$ cat src/lds_pkg.sv
package lds_pkg;

    localparam int MaxVertices = 64;
    localparam int Symbols     = 64;
    localparam int MaxSucc     = 4;
    localparam int VertW       = 6;
    localparam int CntW        = 7;
    localparam int SuccCntW    = 3;

    typedef logic [VertW-1:0]   t_vert;
    typedef logic [Symbols-1:0] t_set;

    typedef struct packed {
        t_vert               vertex;
        t_set                use_set;
        t_set                def_set;
        logic [SuccCntW-1:0] succ_count;
        t_vert               succ_a;
        t_vert               succ_b;
        t_vert               succ_c;
        t_vert               succ_d;
        logic                last_vertex;
    } t_in_item;

    typedef struct packed {
        t_vert out_vertex;
        t_set  live_in;
        t_set  live_out;
        logic  final_result;
    } t_out_item;

    typedef struct packed {
        logic [SuccCntW-1:0] num;
        t_vert               s0;
        t_vert               s1;
        t_vert               s2;
        t_vert               s3;
    } t_succ_rec;

    typedef struct packed {
        t_set                use_set;
        t_set                def_set;
        logic [SuccCntW-1:0] succ_num;
    } t_vrec;

endpackage

$ cat src/lds_set_mem.sv
module lds_set_mem (
    input  logic           i_clk,
    input  logic           i_we,
    input  lds_pkg::t_vert i_waddr,
    input  lds_pkg::t_set  i_wdata,
    input  lds_pkg::t_vert i_raddr,
    output lds_pkg::t_set  o_rdata
);
    import lds_pkg::*;

    t_set r_mem [MaxVertices];

    always_ff @(posedge i_clk) begin
        if (i_we) begin
            r_mem[i_waddr] <= i_wdata;
        end
        o_rdata <= r_mem[i_raddr];
    end

endmodule
$ cat config.mk
export PLATFORM = sky130hd
export DESIGN_NAME = lds_set_mem
export DESIGN_NICKNAME = d
export VERILOG_FILES = /design/src/lds_pkg.sv /design/src/lds_set_mem.sv
export SDC_FILE = /design/constraint.sdc
export NUM_CORES = 2
export LEC_CHECK = 0
export ABC_CLOCK_PERIOD_IN_PS = 12700
export BUFFER_PORTS_ARGS = -buffer_cell sky130_fd_sc_hd__buf_4
export CELL_PAD_IN_SITES_DETAIL_PLACEMENT = 0
export CELL_PAD_IN_SITES_GLOBAL_PLACEMENT = 1
export CORE_AREA = 5 5 540 542
export CTS_CLUSTER_SIZE = 8
export DETAILED_ROUTE_END_ITERATION = 7
export DIE_AREA = 0 0 545 547
export PLACE_DENSITY = 0.76
export SYNTH_ARGS = -nofsm -noshare
export SYNTH_HDL_FRONTEND = slang
export SYNTH_SLANG_ARGS = --single-unit
$ cat constraint.sdc
create_clock -name i_clk -period 12.7 [get_ports i_clk]
set_input_delay 0.635 -clock i_clk [delete_from_list [all_inputs] [get_ports i_clk]]
set_output_delay 0.635 -clock i_clk [all_outputs]
set_load 0.02 [all_outputs]
==> impl_metrics.yaml <==
run_status:
  status: "finished, violations left"
  violations: "capacitance limit"
yosys:
  ys_types: 33
  synth-seq-area-share: 0.795
  yosysTopAreaCell: "edfxtp_1"
  synth_fp_nets: 6676
  yosys_most_used_dff: "edfxtp_1"
  syn_area_um2: 156000
  yosysTopAreaCellShare: 0.787
  ys_ff_latch: 4160
  netlist_instances: 6598
  synth_area_leaders: "edfxtp_1, mux4_2, mux2i_1"
  yosys_warnings: 0
  synthArstFlopShare: 0
  syn_area_per_cell_um2: 23.7
  synth_edf_count: 4096
grt:
  grt_max_degree: 113
  grt_pass1_wl_um: 610000
  antenna_found_initial: 27
  grt_pass1_vias: 78200
  met3_usage: 0.0632
  grt_use_total: 0.293
  groute.layer.met1.usage: 0.412
  overflow: 0
  met2_usage: 0.460
  top_usage_layer: "met2"
worst_setup_path:
  startpoint_type: "input pin"
  critical_path_arrival_ns: 5.06
  cp-end-kind: "register"
  critPathRequiredTime_ns: 13.42
  crit_fanout: 87
  path_class: "input pin to register"
place:
  placed_cells: 10300
  io_buffers: 141
  dp_hpwl_um: 218000
  place_congestion: 0.778
flow_run:
  max-cap-violations: 1
timing:
  maxSlewHeadroom: 0.00606
  rsz0062_at_grt: "no"
  hold_viol: 0
  worst_slew_pin_slew_ns: 1.49
  min_period_ns: 4.34
  fin_crit_sh: 0.342
  drv_slew: 0
  finClkSkew_ns: 0.0333
  setup_tns_ns: 0
  max_clock_freq_mhz: 231
  setup_violations: 0
worst_hold_path:
  hp-class: "input pin to register"
power:
  vdd_drop_max_mv: 0.143
  powerDensity_nw_per_um2: 172
  p_leak_nw: 56.4
clock_network:
  cts-root-buf: "clkbuf_16"
  post_cts_buffers: 0
  clock_latency_ns: 0.93
  holdBufCountCts: 0
  numCtsBuffers: 594
  clock_sinks: 4160
  cts_resized: 0
  path_clk_slew_ns: 0.05
  cts_max_level: 6
  cts_tree: "done"
  clk_path_buf_depth: 4
route:
  drt_first_iter_violations: 11600
  drt-wirelength-per-cell_um: 38.8
  antenna_left: 0
  wl_um: 437000
  drcViolationCount: 0
  vias: 78000
  dr.pass1.iters: 6
  via_per_inst: 6.92
floorplan:
  dieWidth_um: 545
  start_util: 0.546
  coreArea_um2: 286000
  ios: 142
  dieHeight_um: 547
  fp.dieArea_um2: 298000
  core.rowCount: 197
layout:
  syn2layout_area_growth_pct: 14.7
  fin_cells: 11300
  layout-drive-gt1-share: 0.284
  final_nets: 7238
==> critical path, stage by stage <==
cell      delay, ns
buf_8          0.57
buf_4          0.87
buf_4          0.76
buf_4          0.69
mux4_2         0.41
or3_1          0.32
a41oi_1        0.41
a211oi_1       0.11
==> synth_stat cells, drive strengths merged, types with 19 or more instances <==
master	number
a22o	88
nor2	112
dfxtp	64
a211oi	63
mux2i	135
a2bb2oi	19
nor2b	28
and3	64
mux4	1024
a41oi	26
nand2	58
o221ai	38
edfxtp	4096
clkbuf	140
or2	28
buf	230
or3	29
o22ai	83
a22oi	168
nand3	45
inv	19
==> cell usage in the layout, fill, tap and decap left out, types with 29 or more instances in the layout <==
cell          n
nand2_1      55
buf_4       321
a22oi_1     168
mux2i_1     135
o221ai_1     38
clkbuf_16   599
clkbuf_1    254
mux4_2     1024
nand3_1      45
o22ai_1      83
nor2_4       65
a211oi_1     63
dfxtp_1      64
nor2_1       47
or3_1        29
and3_1       64
edfxtp_1   4096
a22o_1       88
==> worst paths after layout <==
kind	from	endpoint	cells after the start	slack (ns)
worst min-delay path	i_wdata[61]	r_mem[42][61]	1	0.22
worst max-delay path	i_raddr[2]	o_rdata[19]	8	8.36
worst max register to register	r_mem[11][62]	o_rdata[62]	5	10.31
worst min register to register	r_mem[46][14]	o_rdata[14]	4	0.84
==> report_power, final <==
group	internal (W)	total, W	switching [W]
Combinational	0.000486	0.00131	0.000820
Clock	0.00865	0.0143	0.00561
Sequential	0.0152	0.0153	0.0000721
Total	0.0244	0.0309	0.00650
==> registers in the layout, indices dropped and copies added (netlist names) <==
name	flops
r_mem	4096
o_rdata	64
==> layer usage <==
layer | vias up | part of all wire
li1 | 29600 | -
met1 | 41800 | 0.37
met2 | 5564 | 0.48
met3 | 909 | 0.11
met4 | 6 | 0.041
met5 | - | 0.000080
==> through the flow <==
step	cell area [um^2]	utilization	hold slack (ns)	setup slack (ns)	power, W
6_report	179000	0.626	0.219	8.36	0.0309
5_1_grt	179000	0.626	0.217	8.36	0.0317
4_1_cts	179000	0.626	0.168	8.45	0.0310
3_5_place_dp	163000	0.568	0.827	7.55	0.0169
3_3_place_gp	163000	0.568	0.827	7.54	0.0168
2_1_floorplan	156000	-	0.734	6.63	0.0163
==> cell families (layout without fill, tap and decap cells) <==
family,Yosys count,count (layout),synth area share
flops,4160,4160,0.795
other cells,0,13,0
simple gates,386,386,0.0124
compound gates,504,504,0.0248
mux,1159,1159,0.156
buf+inv,389,1260,0.0118
==> final cells by class <==
| type | count | area, um^2 |
|---|---|---|
| clock inverter | 51 | 796 |
| timing repair buffer | 336 | 2720 |
| inverter | 19 | 71.3 |
| tap | 3781 | 4730 |
| sequential | 4160 | 124000 |
| antenna | 13 | 32.5 |
| clock buffer | 854 | 16000 |
| fill | 18600 | 107000 |
| multi-input combinational | 2049 | 30800 |
(Power assumes the default switching activity.)
